===== src/hdl/lps_pkg.sv =====
// shared types, constants and helpers of the linear percentile select core
// no dependencies
`default_nettype none

package lps_pkg;

  localparam int unsigned CAPACITY_DEF = 1024;
  localparam int unsigned SAMPLE_W     = 16;
  localparam int unsigned FRAC_W       = 17;
  localparam int unsigned RESULT_W     = 32;
  localparam int unsigned BIT_IDX_W    = 4;

  localparam logic [FRAC_W-1:0] FRAC_ONE   = 17'd65536;
  localparam logic [FRAC_W-1:0] FRAC_RESET = 17'd62259;

  typedef enum logic [2:0] {
    ST_LOAD,
    ST_RANK,
    ST_SETUP,
    ST_SCAN,
    ST_DRAIN,
    ST_MUL,
    ST_OUT
  } lps_state_e;

  // control that travels alongside the registered memory read data
  typedef struct packed {
    logic                 start;
    logic                 vld;
    logic                 last;
    logic [BIT_IDX_W-1:0] bit_idx;
  } lps_scan_t;

  // mask of the sample bits above bit position b
  function automatic logic [SAMPLE_W-1:0] up_mask(input logic [BIT_IDX_W-1:0] b);
    logic [SAMPLE_W:0] m;
    m = ~((17'd2 << b) - 17'd1);
    return m[SAMPLE_W-1:0];
  endfunction

endpackage

`default_nettype wire


===== src/hdl/lps_search.sv =====
// radix search unit: finds two order statistics, one result bit per memory pass
// depends on lps_pkg; fed with registered read data from the sample memory
`default_nettype none

module lps_search import lps_pkg::*; #(
  parameter int unsigned CW = 11
) (
  input  wire logic                clk_i,
  input  wire logic                rst_ni,
  input  wire lps_scan_t           scan_i,
  input  wire logic [SAMPLE_W-1:0] data_i,
  input  wire logic [CW-1:0]       k_lo_i,
  input  wire logic [CW-1:0]       k_hi_i,
  output logic      [SAMPLE_W-1:0] v_lo_o,
  output logic      [SAMPLE_W-1:0] v_hi_o
);

  logic [SAMPLE_W-1:0] prefix_q [2];
  logic [CW-1:0]       k_q      [2];
  logic [CW-1:0]       cnt_q    [2];
  logic [CW-1:0]       k_init   [2];
  logic [SAMPLE_W-1:0] mask;

  assign mask      = up_mask(scan_i.bit_idx);
  assign k_init[0] = k_lo_i;
  assign k_init[1] = k_hi_i;

  for (genvar g = 0; g < 2; g++) begin : g_lane
    logic          match;
    logic [CW-1:0] cnt_next;

    // sample agrees with the decided upper bits and has a zero at the current bit
    assign match    = (((data_i ^ prefix_q[g]) & mask) == '0) && !data_i[scan_i.bit_idx];
    assign cnt_next = cnt_q[g] + {{(CW-1){1'b0}}, match};

    // per pass: count zeros, then fix the bit and narrow the rank
    always_ff @(posedge clk_i or negedge rst_ni) begin
      if (!rst_ni) begin
        prefix_q[g] <= '0;
        k_q[g]      <= '0;
        cnt_q[g]    <= '0;
      end else if (scan_i.start) begin
        prefix_q[g] <= '0;
        k_q[g]      <= k_init[g];
        cnt_q[g]    <= '0;
      end else if (scan_i.vld) begin
        if (scan_i.last) begin
          cnt_q[g] <= '0;
          if (k_q[g] >= cnt_next) begin
            prefix_q[g][scan_i.bit_idx] <= 1'b1;
            k_q[g]                      <= k_q[g] - cnt_next;
          end
        end else begin
          cnt_q[g] <= cnt_next;
        end
      end
    end
  end

  assign v_lo_o = prefix_q[0];
  assign v_hi_o = prefix_q[1];

endmodule

`default_nettype wire


===== config.mk =====
export PLATFORM = sky130hd
export DESIGN_NAME = lps_search
export DESIGN_NICKNAME = d
export VERILOG_FILES = /design/src/hdl/lps_pkg.sv /design/src/hdl/lps_search.sv
export SDC_FILE = /design/constraint.sdc
export NUM_CORES = 1
export LEC_CHECK = 0
export ABC_AREA = 1
export CAP_MARGIN = 20
export CELL_PAD_IN_SITES_DETAIL_PLACEMENT = 0
export CELL_PAD_IN_SITES_GLOBAL_PLACEMENT = 1
export CORE_MARGIN = 2
export CORE_UTILIZATION = 35
export DETAILED_ROUTE_END_ITERATION = 8
export DONT_BUFFER_PORTS = 1
export HOLD_SLACK_MARGIN = 0.1
export PLACE_DENSITY = 0.62
export SYNTH_ARGS = -nofsm -noshare
export SYNTH_HDL_FRONTEND = slang
export SYNTH_SLANG_ARGS = --single-unit
export TNS_END_PERCENT = 1

===== constraint.sdc =====
create_clock -name clk_i -period 8.2 [get_ports clk_i]
set_input_delay 0.41 -clock clk_i [delete_from_list [all_inputs] [get_ports clk_i]]
set_output_delay 0.41 -clock clk_i [all_outputs]
set_load 0.03 [all_outputs]

After elaboration in Yosys (flattened, before gate mapping). Index checks and enable logic that the tools add are counted.

Logic and storage cells: 61. Bits in registers: 76.

Shifts and indexed selects: 1. $lt $le $gt $ge: 4. Mux-type cells: 26. Bitwise gates (word level): 7. Reduce and logical (&&, ||, !) cells: 12. Add/sub/neg operators: 5.

Operator list (count): $mux 11 (14); $mux 16 (8); $and 16x16->16 (2); $logic_not 16->1 (2); $or 16x16->16 (2); $xor 16x16->16 (2); $add 11x1->11 (2); $ge 11x11->1 (2); $sub 11x11->11 (2); $not 16->16 (1); $shl 2x4->16 const A (1); $sub 16x1->16 const B (1); $reduce_bool 2->1 (4); $reduce_and 3->1 (2); $lt 4x5->1 const B (1); $bmux 1 s4 (1); $demux 1 s4 (1); $ge 4x1->1 const B (1); $logic_and 1x1->1 (3); $mux 1 (2); $logic_not 1->1 (1).

Depth between registers and ports, before layout. Gate-level depths: netlist of run 1.

Word-level depth: 12. Depth in mapped cells: 37. Depth with buffers taken out: 34.

Least setup slack after synthesis of run 1. Ideal clock, no wire load.

Kind: input to register. From: input scan_i[3] (netlist bit). To: register prefix_q (netlist bit v_hi_o[15]). Required time: 8.076 ns. Arrival time: 4.185 ns. Stages on the path: 34. Setup slack: 3.891 ns. Path buffers: 4. Cell sequence: buf_2 -> inv_1 -> nand2_1 -> nor2_1 -> inv_1 -> ha_1 -> buf_1 -> inv_1 -> nand3_1 -> nand2_1 -> nor2_1 -> nor2_1 -> nand2_1 -> nor2_1 -> nand3_1 -> nor2_1 -> ha_1 -> ha_1 -> nand3_1 -> nor2_1 -> inv_1 -> nor3_1 -> xor2_1 -> ha_1 -> nand2_1 -> inv_1 -> a21oi_1 -> nand3_1 -> nand2_1 -> nand2_1 -> nand2_2 -> buf_6 -> buf_6 -> o21ai_2.

Word-level cells in the longest chain between the ends: 10.

Ends and longest elaborated chain: start: declaration (RTL line lps_search.sv:10) `input wire lps_scan_t scan_i,`; $shl 2x4->16 (RTL line lps_pkg.sv:37) `m = ~((17'd2 << b) - 17'd1);`; $sub 16x1->16 (RTL line lps_pkg.sv:37); $not 16->16 (RTL line lps_pkg.sv:37); $and 16x16->16 (RTL line lps_search.sv:33) `assign match = (((data_i ^ prefix_q[g]) & mask) == '0) && !data_i[scan_i.bit_idx];`; $logic_not 16->1 (RTL line lps_search.sv:33); $logic_and 1x1->1 (RTL line lps_search.sv:33); $add 11x1->11 (RTL line lps_search.sv:34) `assign cnt_next = cnt_q[g] + {{(CW-1){1'b0}}, match};`; $ge 11x11->1 (RTL line lps_search.sv:49) `if (k_q[g] >= cnt_next) begin`; $reduce_bool 2->1 (no source line); $reduce_and 3->1 (no source line); end signal: indexed assignment (RTL line lps_search.sv:39) `prefix_q[g] <= '0;`; end signal: indexed assignment (RTL line lps_search.sv:43) `prefix_q[g] <= '0;`; end signal: indexed assignment (RTL line lps_search.sv:50) `prefix_q[g][scan_i.bit_idx] <= 1'b1;`; end: declaration (RTL line lps_search.sv:18) `logic [SAMPLE_W-1:0] prefix_q [2];`.

Parallel ways exist; a longest one is shown, timed or not. The select of a mux whose other input is x is not followed. A chain may end at the register's enable or synchronous reset.

Worst setup path after layout of run 1.
From: input scan_i[1] (netlist bit). To: register k_q[5] (netlist bit).

Word-level cells in the longest chain between the ends: 12.

Ends and longest elaborated chain: $shl 2x4->16 (RTL line lps_pkg.sv:37); $sub 16x1->16 (RTL line lps_pkg.sv:37); $not 16->16 (RTL line lps_pkg.sv:37); $and 16x16->16 (RTL line lps_search.sv:33); $logic_not 16->1 (RTL line lps_search.sv:33); $logic_and 1x1->1 * (RTL line lps_search.sv:33); $add 11x1->11 * (RTL line lps_search.sv:34); $sub 11x11->11 (RTL line lps_search.sv:51) `k_q[g] <= k_q[g] - cnt_next;`; $mux 11 (RTL line lps_search.sv:49); $mux 11 (RTL line lps_search.sv:47) `if (scan_i.last) begin`; $mux 11 (RTL line lps_search.sv:46) `end else if (scan_i.vld) begin`; $mux 11 (RTL line lps_search.sv:42) `end else if (scan_i.start) begin`; end signal: indexed assignment (RTL line lps_search.sv:44) `k_q[g] <= k_init[g];`; end signal: indexed assignment (RTL line lps_search.sv:51); end: declaration (RTL line lps_search.sv:19) `logic [CW-1:0] k_q [2];`.

Every way passes the cells marked *; elsewhere a longest branch is shown, timed or not. The select of a mux whose other input is x is not followed.

==> results.md, run 1 <==
- Clock Path Buffers: 2
- Die H: 133 um
- DRC viols: 0
- RR Endpoint: k_q[5]$_DFFE_PN0P_
- Internal power: 976 uW
- Most frequent cells after synthesis: nand2_1 (310), inv_1 (90), dfrtp_1 (76), nor2_1 (69)
- Met2 Track Usage GR: 32.3%
- Fmax: 183 MHz
- Vias in the first global route: 5283
- RSZ-0062 raised after global routing: false
- Port Buffers: 0
- Die area: 17600 um2
- Diodes inserted: 0
- Critical path launch point type: input port
- Synth Warn #: 0
- Clock Latency Late Sink: 0.35 ns
- Most used DFF post-synth: dfrtp_1
- GRT Max-Usage Layer: met2
- Count leader, synth: nand2_1
- Combinational Power Share: 44.3%
- Seq/Total Area, Yosys: between 30 and 40%
- Required time of the critical path: 8.44 ns
- Final cell count without fillers: 1082
- Starting Density: 35.3%
- Status: completed
- CP dominant cell by count: nand2_1
- Largest net degree at the start of global routing: between 70 and 80
- DR vias: 5350
- Fin crit period: between 5 and 6 ns
- CP Capture Type: flip-flop
- Seq cells post-synth: 76
- H-tree depth: 3
- Area of the core: ~16000 um2
- Worst-Margin Slew: 0.969 ns
- CP bufs+invs: 5
- Final Wtd Congestion: 0.856
- Crit-path max FO: 49
- Synthesized net count: between 900 and 1000
- Final WL: 16800 um
- Library cells used by synthesis: 36
- First-pass GRT wire length: 27600 um
- Wire per inst: 15.5 um
- TNS Setup: 0 ns
- Max IR drop VDD: between 0.1 and 0.15 mV
- Power Dens Cells: 284 nW/um2
- Setup Fix Bufs, Post-CTS: 0
- Met3 usage: 3.56%
- Worst reg2reg setup slack: 3.09 ns
- Clock Sink Count: 76
- Worst r2r path cells: 28
- Synth Instances: 868
- Stages on worst setup path: 30
- Design Area, Final: 6280 um2
- Slew Limit Fails: 0
- Cts repair resizes: 0
- Reg2Reg Launch Point: v_hi_o[10]$_DFFE_PN0P_
- Drt first pass iters: 5
- Dpl cell area: 5940 um2
- Hold-fix buffers at CTS: 2
- Hold Crit Class: in2reg
- CP startpoint: scan_i[1]
- CP max stage cell: nand2_2
- Max-cap violation count: 0
- CTS buffer count: 9
- Crit path DAT: 5.70 ns
- Via/cell ratio: 4.94
- Synthesized area: 5800 um2
- Clock slew at reported path FFs: 0.07 ns
- Cell family with most CP delay: simple AND/OR/NAND/NOR gates
- EDFF count, synth: 0
- Post-layout util: 38.3%
- Clock group share of total power: 23.3%
- CP endpoint: k_q[5]$_DFFE_PN0P_
- GR Util All Layers: 19.8%
- Sw Share: 45.3%
- Leak pwr: 0.00313 uW
- Final hold violation count: 0
- Avg Cell Area, Syn: 6.68 um2
- Final #Nets: 933
- Total gr overflow: 0
- Share of layout cells above drive strength 1: 4.52%
- Drt first-iter violations: approximately 270
- Io pins: between 70 and 80
- Share of total power in sequential cells: 32.5%
- Met1 global-route usage: 26.1%
- Initial antenna violation count: 0
- Kind of critical path: in2reg
- Fin Hold WS: 0.262 ns
- Final setup fails: 0
- HPWL Detailed: 12800 um
- Layout fillers: approximately 1800
- Synth top area cells: dfrtp_1 (33%), nand2_1 (20%), ha_1 (5.8%)
- CP max stage delay: 0.71 ns
- Final Cycle Share: 66.6%
- Cell taking the most area after synthesis: dfrtp_1
- Number of instances in the placed design: 1064
- Final Skew: approximately 0.007 ns
- Rows: 47
- Relative slew slack: 35.2%
- Psw: 808 uW
- DRT antenna net count: 0
- Top-area cell type share of the netlist area: 32.8%
- Ys async rst share: 100%
- Root Buffer: clkbuf_16
- CTS tree: done
- Die width: between 100 and 150 um
- Syn-to-layout area delta: 8.33%
[metal layers]
layer,wire (um),share of wire [%]
met1,7880,47
met2,7710,46
met3,815,4.8
met4,408,2.4
met5,0,0
[final cells by class]
| class | count | area [um2] | area share, % |
|---|---|---|---|
| multi-input cells | 670 | 3390 | 54.0 |
| flip-flops and latches | 76 | 1900 | 30.3 |
| inverters | 97 | 364 | 5.80 |
| well taps | 220 | 275 | 4.38 |
| clock buffers | 10 | 229 | 3.65 |
| clock inverters | 6 | 72.6 | 1.16 |
| repair buffers | 3 | 45.0 | 0.717 |
[worst register-to-register path: cells and delay by family, from the launching register on]
family,cells,cell delay (ns)
simple gates,19,2.71
buf+inv,4,0.40
fa+ha+maj,3,0.87
flops,1,0.58
xor+xnor,1,0.25
compound gates,1,0.20
[flip-flops by register name, summed over array words and instances (netlist names)]
register	cells
v_lo_o	16
k_q	22
cnt_q	22
v_hi_o	16
[worst min-delay path by stage]
stage | from | end | depth (start not counted)
after floorplan | rst_ni | cnt_q[0]$_DFFE_PN0N_ | 0
after global placement | rst_ni | k_q[16]$_DFFE_PN0P_ | 0
after detailed placement | rst_ni | k_q[16]$_DFFE_PN0P_ | 0
after CTS | k_lo_i[4] | k_q[15]$_DFFE_PN0P_ | 2
after global routing | k_hi_i[2] | k_q[2]$_DFFE_PN0P_ | 2
final | k_hi_i[2] | k_q[2]$_DFFE_PN0P_ | 2
[cell families after synthesis]
logic type	after synthesis	synth area share, %
AO/OA/AOI/OAI	133	12.8
flip-flops	76	32.8
AND/OR/NAND/NOR	469	33.2
adder cells (fa/ha/maj)	29	6.52
multiplexers	5	0.864
buffers and inverters	122	8.68
XOR/XNOR	34	5.14
[metrics by stage]
| step | setup slack, ns | total power (uW) |
|---|---|---|
| 6_report | 2.74 | 1780 |
| 5_1_grt | 1.99 | 1960 |
| 4_1_cts | 2.65 | 1800 |
| 3_5_place_dp | 2.30 | 1370 |
| 3_3_place_gp | 2.40 | 1360 |
| 2_1_floorplan | 3.89 | 1210 |
[power by group through the flow]
stage | logic, uW | clock network (uW) | registers [uW]
floorplan | 648 | 0 | 559
global placement | 776 | 0 | 587
detailed placement | 782 | 0 | 586
CTS | 795 | 429 | 581
global route | 926 | 441 | 591
finish | 789 | 415 | 579
[cell usage in the layout (no fill, tap or decap), types with 2 or more instances in the layout]
cell type / instances
nand3b_1: 8
nor2_2: 2
a22o_1: 2
ha_1: 27
clkinv_1: 2
or2_2: 3
o21ai_1: 35
inv_1: 90
xnor2_1: 9
inv_6: 2
mux2i_1: 5
fa_1: 2
nor2_1: 69
xor2_1: 25
o22ai_1: 12
dfrtp_1: 76
clkinv_4: 2
nand4_1: 10
o21ai_0: 56
o21ai_2: 8
inv_2: 5
a21oi_1: 12
nand3_1: 56
nor3_1: 5
clkbuf_16: 9
o211ai_1: 3
nand2_1: 310
a22oi_1: 2
nor4_1: 2
nand2_2: 2
No activity file was read; power rests on OpenSTA's default activity.
==> run 2, diff against run 1 <==
==> constraint.sdc (replaced) <==
create_clock -name clk_i -period 5.4 [get_ports clk_i]
set_input_delay 0.27 -clock clk_i [delete_from_list [all_inputs] [get_ports clk_i]]
set_output_delay 0.27 -clock clk_i [all_outputs]
set_load 0.03 [all_outputs]
==> results.md, run 2 (synthesis results as in run 1) <==
- Status: completed (unchanged)
- Clock Path Buffers: 2 (unchanged)
- Hold Crit Class: in2reg (unchanged)
- Share of layout cells above drive strength 1: 4.97% (was 4.52%)
- Final Skew: 0.00882 ns (was 0.00698 ns)
- DRC viols: 0 (unchanged)
- CP dominant cell by count: nand2_1 (unchanged)
- Diodes inserted: 0 (unchanged)
- Leak pwr: 0.00315 uW (was 0.00313 uW)
- HPWL Detailed: 12900 um (was 12800 um)
- Rows: 47 (unchanged)
- H-tree depth: 3 (unchanged)
- Vias in the first global route: 5218 (was 5283)
- Power Dens Cells: 432 nW/um2 (was 284 nW/um2)
- Crit-path max FO: 49 (unchanged)
- Clock Sink Count: 76 (unchanged)
- Die area: 17600 um2 (unchanged)
- Kind of critical path: in2reg (unchanged)
- Die width: 133 um (unchanged)
- Total gr overflow: 0 (unchanged)
- Final WL: 17000 um (was 16800 um)
- Design Area, Final: 6320 um2 (was 6280 um2)
- Worst-Margin Slew: 0.644 ns (was 0.969 ns)
- Final Wtd Congestion: 0.871 (was 0.856)
- First-pass GRT wire length: 27500 um (was 27600 um)
- Hold-fix buffers at CTS: 2 (unchanged)
- Die H: 133 um (unchanged)
- Dpl cell area: 5970 um2 (was 5940 um2)
- Starting Density: 35.3% (unchanged)
- Syn-to-layout area delta: 9.11% (was 8.33%)
- Required time of the critical path: 5.65 ns (was 8.44 ns)
- Most common cell after layout, fill and taps aside: nand2_1 (unchanged)
- Fmax: 211 MHz
- DR vias: 5373 (was 5350)
- Io pins: 79 (unchanged)
- Initial antenna violation count: 0 (unchanged)
- Most frequent cells in the layout: nand2_1 (310), inv_1 (90), dfrtp_1 (76) (unchanged)
- TNS Setup: 0 ns (unchanged)
- CP Capture Type: flip-flop (unchanged)
- Fin crit period: 4.74 ns
- RSZ-0062 raised after global routing: false (unchanged)
- Setup Fix Bufs, Post-CTS: 0 (unchanged)
- CP max stage cell: ha_1 (was nand2_2)
- CTS tree: done (unchanged)
- Clock Latency Late Sink: 0.35 ns (about the same)
- Root Buffer: clkbuf_16 (unchanged)
- Critical path launch point type: input port (unchanged)
- Cts repair resizes: 0 (unchanged)
- Via/cell ratio: 4.95 (was 4.94)
- Crit path DAT: 4.99 ns (was 5.70 ns)
- Wire per inst: 15.7 um (was 15.5 um)
- DRT antenna net count: 0 (unchanged)
- Relative slew slack: 57.0% (was 35.2%)
- Clock slew at reported path FFs: 0.07 ns (about the same)
- Area of the core: 16400 um2 (unchanged)
- Largest net degree at the start of global routing: 77 (unchanged)
- Port Buffers: 0 (unchanged)
- Drt first-iter violations: 341 (was 274)
- GR Util All Layers: 19.7% (was 19.8%)
- Biggest regs: cnt_q x22, k_q x22 (unchanged)
- Final setup fails: 0 (unchanged)
- Final #Nets: 936 (was 933)
- Final Cycle Share: 87.8%
- Drt first pass iters: 5 (unchanged)
- CP max stage delay: 0.35 ns (was 0.71 ns)
- Max IR drop VDD: 0.180 mV (was 0.110 mV)
- Slew Limit Fails: 0 (unchanged)
- CTS buffer count: 9 (unchanged)
- Final hold violation count: 0 (unchanged)
- Max-cap violation count: 0 (unchanged)
run 2: cell types whose count changed in the layout (fill, tap and decap cells not counted), sizes merged:
cell	previous run	this run
clkinv	4	5
buf	2	5
inv	97	96
run 2: routing by layer:
metal	global-route usage (%)	vias to the layer above	wire (um)
li1	-	2779	-
met1	26.4	2469	8020
met2	32.7	108	8010
met3	3.33	17	751
met4	6.15	0	268
met5	0	-	0
run 2: worst paths after layout:
| check | from | end | slack (ns) | depth (start not counted) |
|---|---|---|---|---|
| worst max-delay path | scan_i[1] | k_q[8]$_DFFE_PN0P_ | 0.66 | 31 |
| worst min-delay path | k_hi_i[7] | k_q[7]$_DFFE_PN0P_ | 0.12 | 4 |
| worst max register to register | v_hi_o[10]$_DFFE_PN0P_ | k_q[8]$_DFFE_PN0P_ | 0.86 | 29 |
| worst min register to register | k_q[0]$_DFFE_PN0P_ | k_q[0]$_DFFE_PN0P_ | 0.49 | 2 |
| max in group asynchronous | rst_ni | v_hi_o[15]$_DFFE_PN0P_ | 4.60 | 2 |
| min in group asynchronous | rst_ni | k_q[16]$_DFFE_PN0P_ | 0.46 | 2 |
run 2: critical path: cells and delay by family:
kind            cells  cell delay, ns
compound gates      1            0.18
simple gates       19            2.33
fa+ha+maj           4            1.21
xor+xnor            1            0.25
buf+inv             6            0.74
run 2: through the flow:
step	power, uW	utilization, %	hold WS (ns)	worst slack, ns	instances
after CTS	2760	38.5	0.112	0.678	1085
after detailed placement	2090	36.4	-0.0226	0.331	1067
after floorplan	1830	-	-0.0256	1.23	868
after global placement	2090	36.4	-0.0221	0.326	1067
final	2730	38.5	0.124	0.659	1085
after global routing	2990	38.5	0.123	0.233	1085
run 2: area by class of cell:
| class | instances | area (um2) |
|---|---|---|
| multi-input cells | 670 | 3390 |
| well taps | 220 | 275 |
| repair buffers | 6 | 80.1 |
| clock inverters | 6 | 72.6 |
| inverters | 97 | 364 |
| fillers | 1780 | 10100 |
| clock buffers | 10 | 239 |
| flip-flops and latches | 76 | 1900 |
run 2: power by group:
part           internal, uW  switching [uW]  leakage [uW]
Combinational           446             766       0.00198
Sequential              685             196       0.00102
Clock                   375             266      0.000149
Total                  1510            1230       0.00315
